--- config.mk ---
export PLATFORM = sky130hd
export DESIGN_NAME = sleep_epoch_activity_recorder
export DESIGN_NICKNAME = d
export VERILOG_FILES = /design/src/design/sear_pkg.sv /design/src/design/sleep_epoch_activity_recorder.sv /design/src/design/sear_ctrl.sv /design/src/design/sear_datapath.sv
export SDC_FILE = /design/constraint.sdc
export NUM_CORES = 2
export LEC_CHECK = 0
export ABC_AREA = 1
export BUFFER_PORTS_ARGS = -buffer_cell sky130_fd_sc_hd__buf_2
export CORE_ASPECT_RATIO = 0.6
export CORE_MARGIN = 3
export CORE_UTILIZATION = 65
export DETAILED_ROUTE_END_ITERATION = 8
export MAX_ROUTING_LAYER = met4
export PLACE_DENSITY = 0.83
export SKIP_CTS_REPAIR_TIMING = 1
export SYNTH_ARGS = -nofsm -noshare
export SYNTH_HDL_FRONTEND = slang
export SYNTH_HIERARCHICAL = 1
export SYNTH_SLANG_ARGS = --single-unit
--- constraint.sdc ---
create_clock -name i_clk -period 15.4 [get_ports i_clk]
set_input_delay 2.31 -clock i_clk [delete_from_list [all_inputs] [get_ports i_clk]]
set_output_delay 2.31 -clock i_clk [all_outputs]
set_load 0.005 [all_outputs]
--- src/design/sear_pkg.sv ---
// Shared types and constants of the sleep epoch activity recorder.
package sear_pkg;

    // Action codes of an input word
    localparam logic [1:0] ACT_MOVE  = 2'd0;
    localparam logic [1:0] ACT_TICK  = 2'd1;
    localparam logic [1:0] ACT_CLOSE = 2'd2;

    // Configuration register indexes
    localparam logic [1:0] REG_START  = 2'd0;
    localparam logic [1:0] REG_END    = 2'd1;
    localparam logic [1:0] REG_THRESH = 2'd2;

    localparam logic [4:0]  HOURS_PER_DAY   = 5'd24;
    localparam logic [4:0]  START_RESET     = 5'd22;
    localparam logic [4:0]  END_RESET       = 5'd8;
    localparam logic [15:0] THRESH_RESET    = 16'd10;
    localparam logic [15:0] COUNT_MAX       = 16'hFFFF;

    // Largest number of epochs the 8-bit index and 4-word bitmap can hold
    localparam int          EPOCH_HW_MAX    = 128;
    localparam int          BITMAP_WORDS    = 4;

    // seconds / 3600 = (seconds >> 4) / 225, done as multiply by 2^36/225 rounded up
    localparam logic [28:0] RECIP_225       = 29'd305419897;
    localparam int          RECIP_225_SHIFT = 36;
    // q / 24 = (q >> 3) / 3, done as multiply by 2^20/3 rounded up
    localparam logic [18:0] RECIP_3         = 19'd349526;
    localparam int          RECIP_3_SHIFT   = 20;

    typedef struct packed {
        logic       load_in;
        logic       mul1;
        logic       mul2;
        logic       exec;
        logic       emit;
        logic       last;
        logic [1:0] word;
    } t_dp_cmd;

    typedef struct packed {
        logic close_open;
        logic out_free;
    } t_dp_stat;

endpackage

--- src/design/sleep_epoch_activity_recorder.sv ---
// Top level of the sleep epoch activity recorder.
//
//   channel  direction  handshake                  payload
//   in       to block   i_in_valid / o_in_stall    i_action, i_now_seconds
//   out      from block o_out_valid / i_out_stall  o_night_date, o_epochs_recorded,
//                                                  o_word_index, o_bitmap_word, o_last
//   cfg      to block   i_cfg_we (no wait)         i_cfg_index, i_cfg_data
//
// An input word passes through accept, two reciprocal multiplies that turn seconds
// into the hour of day, then the state update. A close of an open night then streams
// its bitmap words (1 to 4, from EPOCH_LIMIT), each as the output register frees.
// A stalled output holds its word; input stays stalled until the final word of a record
// is in the output register, after which new input is taken while that word waits.
// Synchronous reset restores the window 22 to 8, threshold 10, and clears the night.
module sleep_epoch_activity_recorder #(
    parameter int EPOCH_LIMIT = 128
) (
    input  logic        i_clk,
    input  logic        i_rst_n,
    input  logic        i_in_valid,
    output logic        o_in_stall,
    input  logic [1:0]  i_action,
    input  logic [31:0] i_now_seconds,
    output logic        o_out_valid,
    input  logic        i_out_stall,
    output logic [31:0] o_night_date,
    output logic [7:0]  o_epochs_recorded,
    output logic [1:0]  o_word_index,
    output logic [31:0] o_bitmap_word,
    output logic        o_last,
    input  logic        i_cfg_we,
    input  logic [1:0]  i_cfg_index,
    input  logic [15:0] i_cfg_data
);
    import sear_pkg::*;

    localparam int CAP   = (EPOCH_LIMIT < EPOCH_HW_MAX) ? EPOCH_LIMIT : EPOCH_HW_MAX;
    localparam int WORDS = (CAP + 31) / 32;

    t_dp_cmd  w_cmd;
    t_dp_stat w_stat;

    sear_ctrl #(
        .WORDS (WORDS)
    ) u_ctrl (
        .i_clk      (i_clk),
        .i_rst_n    (i_rst_n),
        .i_in_valid (i_in_valid),
        .o_in_stall (o_in_stall),
        .i_stat     (w_stat),
        .o_cmd      (w_cmd)
    );

    sear_datapath #(
        .CAP   (CAP),
        .WORDS (WORDS)
    ) u_datapath (
        .i_clk             (i_clk),
        .i_rst_n           (i_rst_n),
        .i_cmd             (w_cmd),
        .o_stat            (w_stat),
        .i_cfg_we          (i_cfg_we),
        .i_cfg_index       (i_cfg_index),
        .i_cfg_data        (i_cfg_data),
        .i_action          (i_action),
        .i_now_seconds     (i_now_seconds),
        .o_out_valid       (o_out_valid),
        .i_out_stall       (i_out_stall),
        .o_night_date      (o_night_date),
        .o_epochs_recorded (o_epochs_recorded),
        .o_word_index      (o_word_index),
        .o_bitmap_word     (o_bitmap_word),
        .o_last            (o_last)
    );

endmodule

--- src/design/sear_ctrl.sv ---
// Sequencer of the sleep epoch activity recorder: item steps and record streaming.
module sear_ctrl #(
    parameter int WORDS = 4
) (
    input  logic               i_clk,
    input  logic               i_rst_n,
    input  logic               i_in_valid,
    output logic               o_in_stall,
    input  sear_pkg::t_dp_stat i_stat,
    output sear_pkg::t_dp_cmd  o_cmd
);
    import sear_pkg::*;

    localparam logic [2:0] S_IDLE = 3'd0;
    localparam logic [2:0] S_MUL1 = 3'd1;
    localparam logic [2:0] S_MUL2 = 3'd2;
    localparam logic [2:0] S_EXEC = 3'd3;
    localparam logic [2:0] S_EMIT = 3'd4;

    localparam logic [1:0] LAST_WORD = 2'(WORDS - 1);

    logic [2:0] r_state, n_state;
    logic [1:0] r_word, n_word;

    always_comb begin
        n_state = r_state;
        n_word  = r_word;
        o_cmd   = '0;
        case (r_state)
            S_IDLE: begin
                if (i_in_valid) begin
                    o_cmd.load_in = 1'b1;
                    n_state       = S_MUL1;
                end
            end
            S_MUL1: begin
                o_cmd.mul1 = 1'b1;
                n_state    = S_MUL2;
            end
            S_MUL2: begin
                o_cmd.mul2 = 1'b1;
                n_state    = S_EXEC;
            end
            S_EXEC: begin
                o_cmd.exec = 1'b1;
                n_word     = '0;
                n_state    = i_stat.close_open ? S_EMIT : S_IDLE;
            end
            S_EMIT: begin
                // advance only when the output register can take a word
                if (i_stat.out_free) begin
                    o_cmd.emit = 1'b1;
                    o_cmd.word = r_word;
                    o_cmd.last = (r_word == LAST_WORD);
                    if (r_word == LAST_WORD) begin
                        n_state = S_IDLE;
                    end else begin
                        n_word = r_word + 2'd1;
                    end
                end
            end
            default: begin
                n_state = S_IDLE;
            end
        endcase
    end

    always_ff @(posedge i_clk) begin
        if (!i_rst_n) begin
            r_state <= S_IDLE;
            r_word  <= '0;
        end else begin
            r_state <= n_state;
            r_word  <= n_word;
        end
    end

    assign o_in_stall = (r_state != S_IDLE);

    a_accept_starts: assert property (@(posedge i_clk) disable iff (!i_rst_n)
        (r_state == S_IDLE && i_in_valid) |=> (r_state == S_MUL1))
        else $error("accepted word did not start the hour computation");

    a_emit_only_open: assert property (@(posedge i_clk) disable iff (!i_rst_n)
        (r_state == S_EXEC && n_state == S_EMIT) |-> i_stat.close_open)
        else $error("record streamed without an open night");

    a_word_range: assert property (@(posedge i_clk) disable iff (!i_rst_n)
        (r_state == S_EMIT) |-> (r_word <= LAST_WORD))
        else $error("word counter beyond the record length");

endmodule

--- src/design/sear_datapath.sv ---
// Datapath of the sleep epoch activity recorder: hour, night state, bitmap, output.
module sear_datapath #(
    parameter int CAP   = 128,
    parameter int WORDS = 4
) (
    input  logic               i_clk,
    input  logic               i_rst_n,
    input  sear_pkg::t_dp_cmd  i_cmd,
    output sear_pkg::t_dp_stat o_stat,
    input  logic               i_cfg_we,
    input  logic [1:0]         i_cfg_index,
    input  logic [15:0]        i_cfg_data,
    input  logic [1:0]         i_action,
    input  logic [31:0]        i_now_seconds,
    output logic               o_out_valid,
    input  logic               i_out_stall,
    output logic [31:0]        o_night_date,
    output logic [7:0]         o_epochs_recorded,
    output logic [1:0]         o_word_index,
    output logic [31:0]        o_bitmap_word,
    output logic               o_last
);
    import sear_pkg::*;

    localparam logic [7:0] CAP_CODE   = 8'(CAP);
    localparam logic [1:0] LAST_WORD  = 2'(WORDS - 1);

    // configuration
    logic [4:0]  r_start, r_end;
    logic [15:0] r_thresh;

    // captured input word and hour pipeline
    logic [1:0]  r_action;
    logic [31:0] r_now;
    logic [20:0] r_quot;
    logic [15:0] r_div24;

    // night state
    logic [15:0] r_count;
    logic [7:0]  r_epoch;
    logic        r_open;
    logic [31:0] r_stamp;
    logic [31:0] r_bits [BITMAP_WORDS];

    logic        r_out_valid;

    logic [56:0] w_prod1;
    logic [36:0] w_prod2;
    logic [20:0] w_hour_full;
    logic [4:0]  w_hour;
    logic        w_in_win;
    logic        w_record;

    assign w_prod1     = {1'b0, r_now[31:4]} * {28'd0, RECIP_225};
    assign w_prod2     = {1'b0, r_quot[20:3]} * {18'd0, RECIP_3};
    assign w_hour_full = r_quot - ({1'b0, r_div24, 4'd0} + {2'd0, r_div24, 3'd0});
    assign w_hour      = w_hour_full[4:0];

    always_comb begin
        if (r_start == r_end) begin
            w_in_win = 1'b0;
        end else if (r_start < r_end) begin
            w_in_win = (w_hour >= r_start) && (w_hour < r_end);
        end else begin
            w_in_win = (w_hour >= r_start) || (w_hour < r_end);
        end
    end

    assign w_record = w_in_win && (r_epoch < CAP_CODE);

    // configuration writes; start and end hours whose low five bits are 24 or more are dropped
    always_ff @(posedge i_clk) begin
        if (!i_rst_n) begin
            r_start  <= START_RESET;
            r_end    <= END_RESET;
            r_thresh <= THRESH_RESET;
        end else if (i_cfg_we) begin
            case (i_cfg_index)
                REG_START: begin
                    if (i_cfg_data[4:0] < HOURS_PER_DAY) r_start <= i_cfg_data[4:0];
                end
                REG_END: begin
                    if (i_cfg_data[4:0] < HOURS_PER_DAY) r_end <= i_cfg_data[4:0];
                end
                REG_THRESH: begin
                    r_thresh <= i_cfg_data;
                end
                default: begin
                end
            endcase
        end
    end

    always_ff @(posedge i_clk) begin
        if (i_cmd.load_in) begin
            r_action <= i_action;
            r_now    <= i_now_seconds;
        end
        if (i_cmd.mul1) begin
            r_quot <= w_prod1[RECIP_225_SHIFT +: 21];
        end
        if (i_cmd.mul2) begin
            r_div24 <= w_prod2[RECIP_3_SHIFT +: 16];
        end
    end

    always_ff @(posedge i_clk) begin
        if (!i_rst_n) begin
            r_count <= '0;
            r_epoch <= '0;
            r_open  <= 1'b0;
            r_stamp <= '0;
            for (int i = 0; i < BITMAP_WORDS; i++) begin
                r_bits[i] <= '0;
            end
        end else if (i_cmd.emit && i_cmd.last) begin
            // record is out: drop the night
            r_count <= '0;
            r_epoch <= '0;
            r_open  <= 1'b0;
            r_stamp <= '0;
            for (int i = 0; i < BITMAP_WORDS; i++) begin
                r_bits[i] <= '0;
            end
        end else if (i_cmd.exec) begin
            case (r_action)
                ACT_MOVE: begin
                    if (w_in_win && r_count != COUNT_MAX) begin
                        r_count <= r_count + 16'd1;
                    end
                end
                ACT_TICK: begin
                    if (w_record) begin
                        if (!r_open) begin
                            r_stamp <= r_now;
                            r_open  <= 1'b1;
                        end
                        if (r_count >= r_thresh) begin
                            r_bits[r_epoch[6:5]][r_epoch[4:0]] <= 1'b1;
                        end
                        r_epoch <= r_epoch + 8'd1;
                    end
                    r_count <= '0;
                end
                default: begin
                end
            endcase
        end
    end

    // output register: load a word when free, hold while stalled
    always_ff @(posedge i_clk) begin
        if (!i_rst_n) begin
            r_out_valid <= 1'b0;
        end else if (i_cmd.emit) begin
            r_out_valid <= 1'b1;
        end else if (!i_out_stall) begin
            r_out_valid <= 1'b0;
        end
    end

    always_ff @(posedge i_clk) begin
        if (i_cmd.emit) begin
            o_night_date      <= r_stamp;
            o_epochs_recorded <= r_epoch;
            o_word_index      <= i_cmd.word;
            o_bitmap_word     <= r_bits[i_cmd.word];
            o_last            <= i_cmd.last;
        end
    end

    assign o_out_valid       = r_out_valid;
    assign o_stat.close_open = (r_action == ACT_CLOSE) && r_open;
    assign o_stat.out_free   = !r_out_valid || !i_out_stall;

    a_epoch_cap: assert property (@(posedge i_clk) disable iff (!i_rst_n)
        r_epoch <= CAP_CODE)
        else $error("epoch index past the cap");

    a_hour_range: assert property (@(posedge i_clk) disable iff (!i_rst_n)
        i_cmd.exec |-> (w_hour_full < 21'(HOURS_PER_DAY)))
        else $error("hour of day out of range");

    a_last_word: assert property (@(posedge i_clk) disable iff (!i_rst_n)
        (i_cmd.emit && i_cmd.last) |=> (o_word_index == LAST_WORD && o_last))
        else $error("final word of the record mislabeled");

endmodule
After elaboration in Yosys (flattened, before gate mapping)
Memory sizes are Yosys's and may differ from the RTL's. A register that Yosys moved wholly into a read port is not among the register bits.
Index checks and enable logic that the tools add are counted.
{"block": "totals", "reg_bits": 189, "ram_bits": 128, "in_bits": 57, "out_inout_bits": 77, "memories": 1}
{"name": "u_datapath.r_bits", "depth": 4, "width": 32, "read_ports": 1, "rd_ports_with_merged_regs": 1, "wr": 4, "line": "sear_datapath.sv:43", "text": "logic [31:0] r_bits [BITMAP_WORDS];"}
{"block": "classes", "add_sub_neg": 5, "mul": 2, "n_lt_le_gt_ge": 8, "eq_ne": 17, "mux": 41, "bitwise_logic": 6, "reduce_logical": 26}
{"cell": "2-to-1 mux 32 bit", "count": 7}
{"cell": "multiplier 28 x 29 -> 57 bit (second input constant)", "count": 1}
{"cell": "one-hot mux 16 bit (2 select lines)", "count": 1}
{"cell": "OR reduction 32 bit", "count": 1}
{"cell": "multiplier 18 x 18 -> 21 bit (second input constant)", "count": 1}
{"cell": "2-to-1 mux 1 bit", "count": 20}
{"cell": "AND reduction 3 bit", "count": 6}
{"cell": "adder 16 x 1 -> 16 bit (second input constant)", "count": 1}
{"cell": ">= comparator 16 bit", "count": 1}
{"cell": "2-to-1 mux 16 bit", "count": 1}
{"cell": "inequality test 16 bit (second input constant)", "count": 1}
{"cell": "one-hot mux 3 bit (5 select lines)", "count": 1}
{"cell": "2-to-1 mux 3 bit", "count": 4}
{"cell": "less-than comparator 5 bit", "count": 2}
{"cell": "adder 8 x 1 -> 8 bit (second input constant)", "count": 1}
{"cell": "less-than comparator 8 bit (second input constant)", "count": 1}
{"cell": "2-to-1 mux 4 bit", "count": 2}
{"cell": "inequality test 2 x 1 -> 1 bit (second input constant)", "count": 4}
{"cell": "equality test 2 bit (second input constant)", "count": 3}
{"cell": "equality test 3 x 2 -> 1 bit (second input constant)", "count": 2}
{"cell": "logical AND 1 bit", "count": 6}
{"cell": "less-than comparator 5 x 6 -> 1 bit (second input constant)", "count": 1}
{"cell": "2-to-1 mux 2 bit", "count": 3}
{"cell": "adder 5 bit", "count": 1}
{"cell": "other kinds (23)", "count": 33}

Longest topological paths before layout
{"block": "depth", "word_depth": 15, "mapped_depth": 28, "depth_no_buf": 28}

Cells and area by module
Netlist, hierarchy kept.
{"module": "sear_datapath", "instances": 1, "cells_per_inst": 3686, "area_per_inst_um2": 31730.4, "seq_area_each_um2": 8207.9}
{"module": "sear_ctrl", "instances": 1, "cells_per_inst": 48, "area_per_inst_um2": 319.1, "seq_area_each_um2": 100.1}

Worst setup path before layout
Ideal clock, no wire load.
{"block": "synth_timing", "path_kind": "reg-to-reg", "startpoint": "register u_datapath.r_now[30]", "endpoint": "register u_datapath.r_quot[19] (data pin)", "setup_time_ns": 0.253, "t_arrival_ns": 5.264, "required_time_ns": 15.147, "slack_ns": 9.883, "stages_incl_launch_ff": 24, "n_path_buf": 0, "synth_period_minus_slack_ns": 5.517, "path_cell_list": "edfxtp_1 > fa_1 > inv_1 > fa_1 > fa_1 > fa_1 > inv_1 > fa_1 > fa_1 > inv_1 > fa_1 > inv_1 > ha_1 > nand2_1 > nor2_1 > inv_1 > nor2_1 > inv_1 > nor2_1 > inv_1 > nor2_1 > o21ai_0 > nand4_1 > nand2_1"}
{"block": "synth_via", "elab_chain_cells": 1}
{"element": "from (decl)", "line": "sear_datapath.sv:34", "text": "logic [31:0] r_now;"}
{"element": "from (signal assigned)", "line": "sear_datapath.sv:97", "text": "r_now <= i_now_seconds;"}
{"element": "multiplier 28 x 29 -> 57 bit", "line": "sear_datapath.sv:54", "text": "assign w_prod1 = {1'b0, r_now[31:4]} * {28'd0, RECIP_225};"}
{"element": "net u_datapath.w_prod1[55]", "line": "sear_datapath.sv:47", "text": "logic [56:0] w_prod1;"}
{"element": "to (signal assigned)", "line": "sear_datapath.sv:100", "text": "r_quot <= w_prod1[RECIP_225_SHIFT +: 21];"}
{"element": "to (decl)", "line": "sear_datapath.sv:35", "text": "logic [20:0] r_quot;"}
The timed path passes the listed nets, and every way through them passes these cells.
A chain may end at the register's enable or synchronous reset.

Worst setup path after layout
{"block": "layout_timing", "startpoint": "register u_datapath.r_now[15]", "endpoint": "register u_datapath.r_quot[17] (data pin)"}
Same word-level chain as after synthesis.

==> flow_metrics.tcl <==
set metrics [dict create \
    worst_pin_slew_ns 1.24 \
    setup_viol 0 \
    avgSynthCellArea_um2 8.58 \
    hpwlAfterDp_um 68900 \
    path_cells "inv_1 > ha_1 > fa_1 > inv_1 > fa_1 > fa_1 > inv_1 > fa_1 > inv_1 > fa_1 > fa_1 > ha_1 > a21oi_1 > o21ai_0 > a21oi_1 > o21bai_1 > nand2_1 > nand4_1 > nand2_1" \
    cts_root_buf "clkbuf_16" \
    worstHoldPathCells 0 \
    holdWs_ns 0.417 \
    clock_latency_ns 0.54 \
    fp.dieW_um 293 \
    via_count 25206 \
    fin_crit_ns 6.60 \
    clk_path_buf_depth 3 \
    path_depth 19 \
    final_common_cell "inv_1" \
    place_congestion 1.05 \
    wire_per_inst_um 19.2 \
    cp_top_family "adder cells" \
    initial_utilization 0.664 \
    stdcell_count 4497 \
    clkSinkCount 349 \
    r2r_start "u_datapath/r_now[15]" \
    syn_inst 3734 \
    synth_top_family_by_area "adder cells" \
    crit_buf_inv 4 \
    io_buffer_count 133 \
    die_area_mm2 0.0521 \
    cts_buffers 34 \
    tns_ns 0 \
    ios 134 \
    grt_pass1_wl_um 136000 \
    relSlewSlack 0.175 \
    ys_seq_area_frac 0.259 \
    place_inst 4434 \
    hold_class "register to register" \
    critPathLaunch "u_datapath/r_now[15]" \
    antenna_found_initial 2 \
    final_nets 4681 \
    cap_viol_max_count 0 \
    first_pass_iters 6 \
    drt_iter0_drc 2989 \
    synth_xor_xnor_area_share 0.0104 \
    min_from "u_datapath/r_stamp[1]" \
    path_max_fanout 12 \
    yosysTopAreaCell "fa_1" \
    synthMuxAreaShare 0 \
    routed_wl_um 86400 \
    critPathKind "register to register" \
    die_height_um 178 \
    path_clk_slew_ns 0.06 \
    crit_path_top_delay_cell "edfxtp_1" \
    ys_top_cells_by_area "fa_1 (21%), ha_1 (18%), dfxtp_1 (14%)" \
    gr-total-overflow 0 \
    htree_levels 2 \
    hold_viol_final 0 \
    clock.fmax_mhz 152 \
    synth_edf_count 132 \
    yosys_register_bits 349 \
    antenna_left 0 \
    synth_cell_types 43 \
    final_cell_mix "inv_1 (840), nand2_1 (657), ha_1 (455)" \
    grt_max_degree 99 \
    reg2reg_depth 19 \
    cp_common_cell "fa_1" \
    drive_gt1_frac 0.0584 \
    grt_usage 0.347 \
    synthToLayoutAreaGrowth_pct 6.71 \
    yosysTopAreaCellShare 0.212 \
    cp.arrival_ns 6.88 \
    rsz0062_at_grt "false" \
    async_reset_ff_frac 0 \
    design.core.area_mm2 0.0483 \
    crit_path_start_kind "register" \
    num_rows 62 \
    cp_slowest_stage_delay_ns 0.93 \
    synth.cell_area_mm2 0.0320 \
    first_global_vias 24467 \
    drcViolationCount 0 \
    slew_viol_final 0 \
    synthAdderAreaFrac 0.389 \
    fin_crit_sh 0.428 \
    via_per_inst 5.61 \
    synth-simple-area-share 0.165 \
    synth-main-ff-cell "dfxtp_1" \
    skew_ns 0.0308 \
    crit_required_ns 15.68 \
    syn_nets 4585 \
    status "finished clean" \
    yosysWarnings 6 \
    cp-end-kind "register" \
    synth-compound-area-share 0.0597 \
    cts_tree "built" \
]
-- synthesized netlist by cell type, drive strengths merged (7+ instances only) --
master and number:
nand3 214, clkbuf 45, edfxtp 132, o211ai 7, xor2 26, or2 7
nand2 662, inv 844, o22ai 32, o21bai 11, buf 40, dfxtp 217
xnor2 12, nor3 31, a21oi 144, o21ai 153, nand4 35, nor2 305
ha 455, fa 339
-- layer usage --
layer | vias up | part of all wire | GRT usage
met3 | 106 | 0.14 | 0.102
met2 | 1366 | 0.39 | 0.461
li1 | 11868 | - | -
met4 | 0 | 0.014 | 0.0524
met1 | 11866 | 0.46 | 0.528
met5 | - | 0 | -
-- worst reg2reg max path: cells and delay by family (launching register included) --
family          cells  cell delay (ns)
compound gates      4             1.19
flops               1             0.93
simple gates        3             0.24
fa+ha+maj           8             3.72
buf+inv             4             0.27
-- per-stage QoR --
| step | area [um^2] | utilization | setup slack, ns |
|---|---|---|---|
| 2_1_floorplan | 32000 | - | 9.88 |
| 3_3_place_gp | 33100 | 0.686 | 9.00 |
| 3_5_place_dp | 33100 | 0.686 | 8.96 |
| 4_1_cts | 34200 | 0.709 | 8.93 |
| 5_1_grt | 34200 | 0.709 | 8.54 |
| 6_report | 34200 | 0.709 | 8.80 |
-- logic make-up after synthesis --
family                   after synthesis
flip-flops                           349
adder cells (fa/ha/maj)              794
AO/OA/AOI/OAI                        359
XOR/XNOR                              38
AND/OR/NAND/NOR                     1262
buffers and inverters                932
-- layout make-up --
type | count | area, um^2
clock inverters | 15 | 180
fillers | 3754 | 14100
inverters | 847 | 3180
diodes | 2 | 5.00
repair buffers | 145 | 756
well taps | 640 | 801
flip-flops and latches | 349 | 8310
multi-input cells | 2453 | 20000
clock buffers | 46 | 927
-- final timing paths --
| kind | end | slack [ns] |
|---|---|---|
| worst max-delay path | u_datapath/r_quot[17] | 8.80 |
| worst min-delay path | u_datapath/o_night_date[1] | 0.42 |
| worst max register to register | u_datapath/r_quot[17] | 8.80 |
| worst min register to register | u_datapath/o_night_date[1] | 0.42 |
-- registers in the layout, indices dropped and copies added, names as in the netlist, 8 cells and up --
signal	count
u_datapath/o_night_date	32
u_datapath/r_epoch	8
u_datapath/r_thresh	16
u_datapath/r_stamp	32
u_datapath/o_epochs_recorded	8
u_datapath/o_bitmap_word	32
u_datapath/r_quot	21
u_datapath/r_count	16
u_datapath/r_bits	128
u_datapath/r_now	32
Power is left out: the tool's default activity adds up to more than one toggle a clock period on the data nets, which glitch-free logic cannot reach.
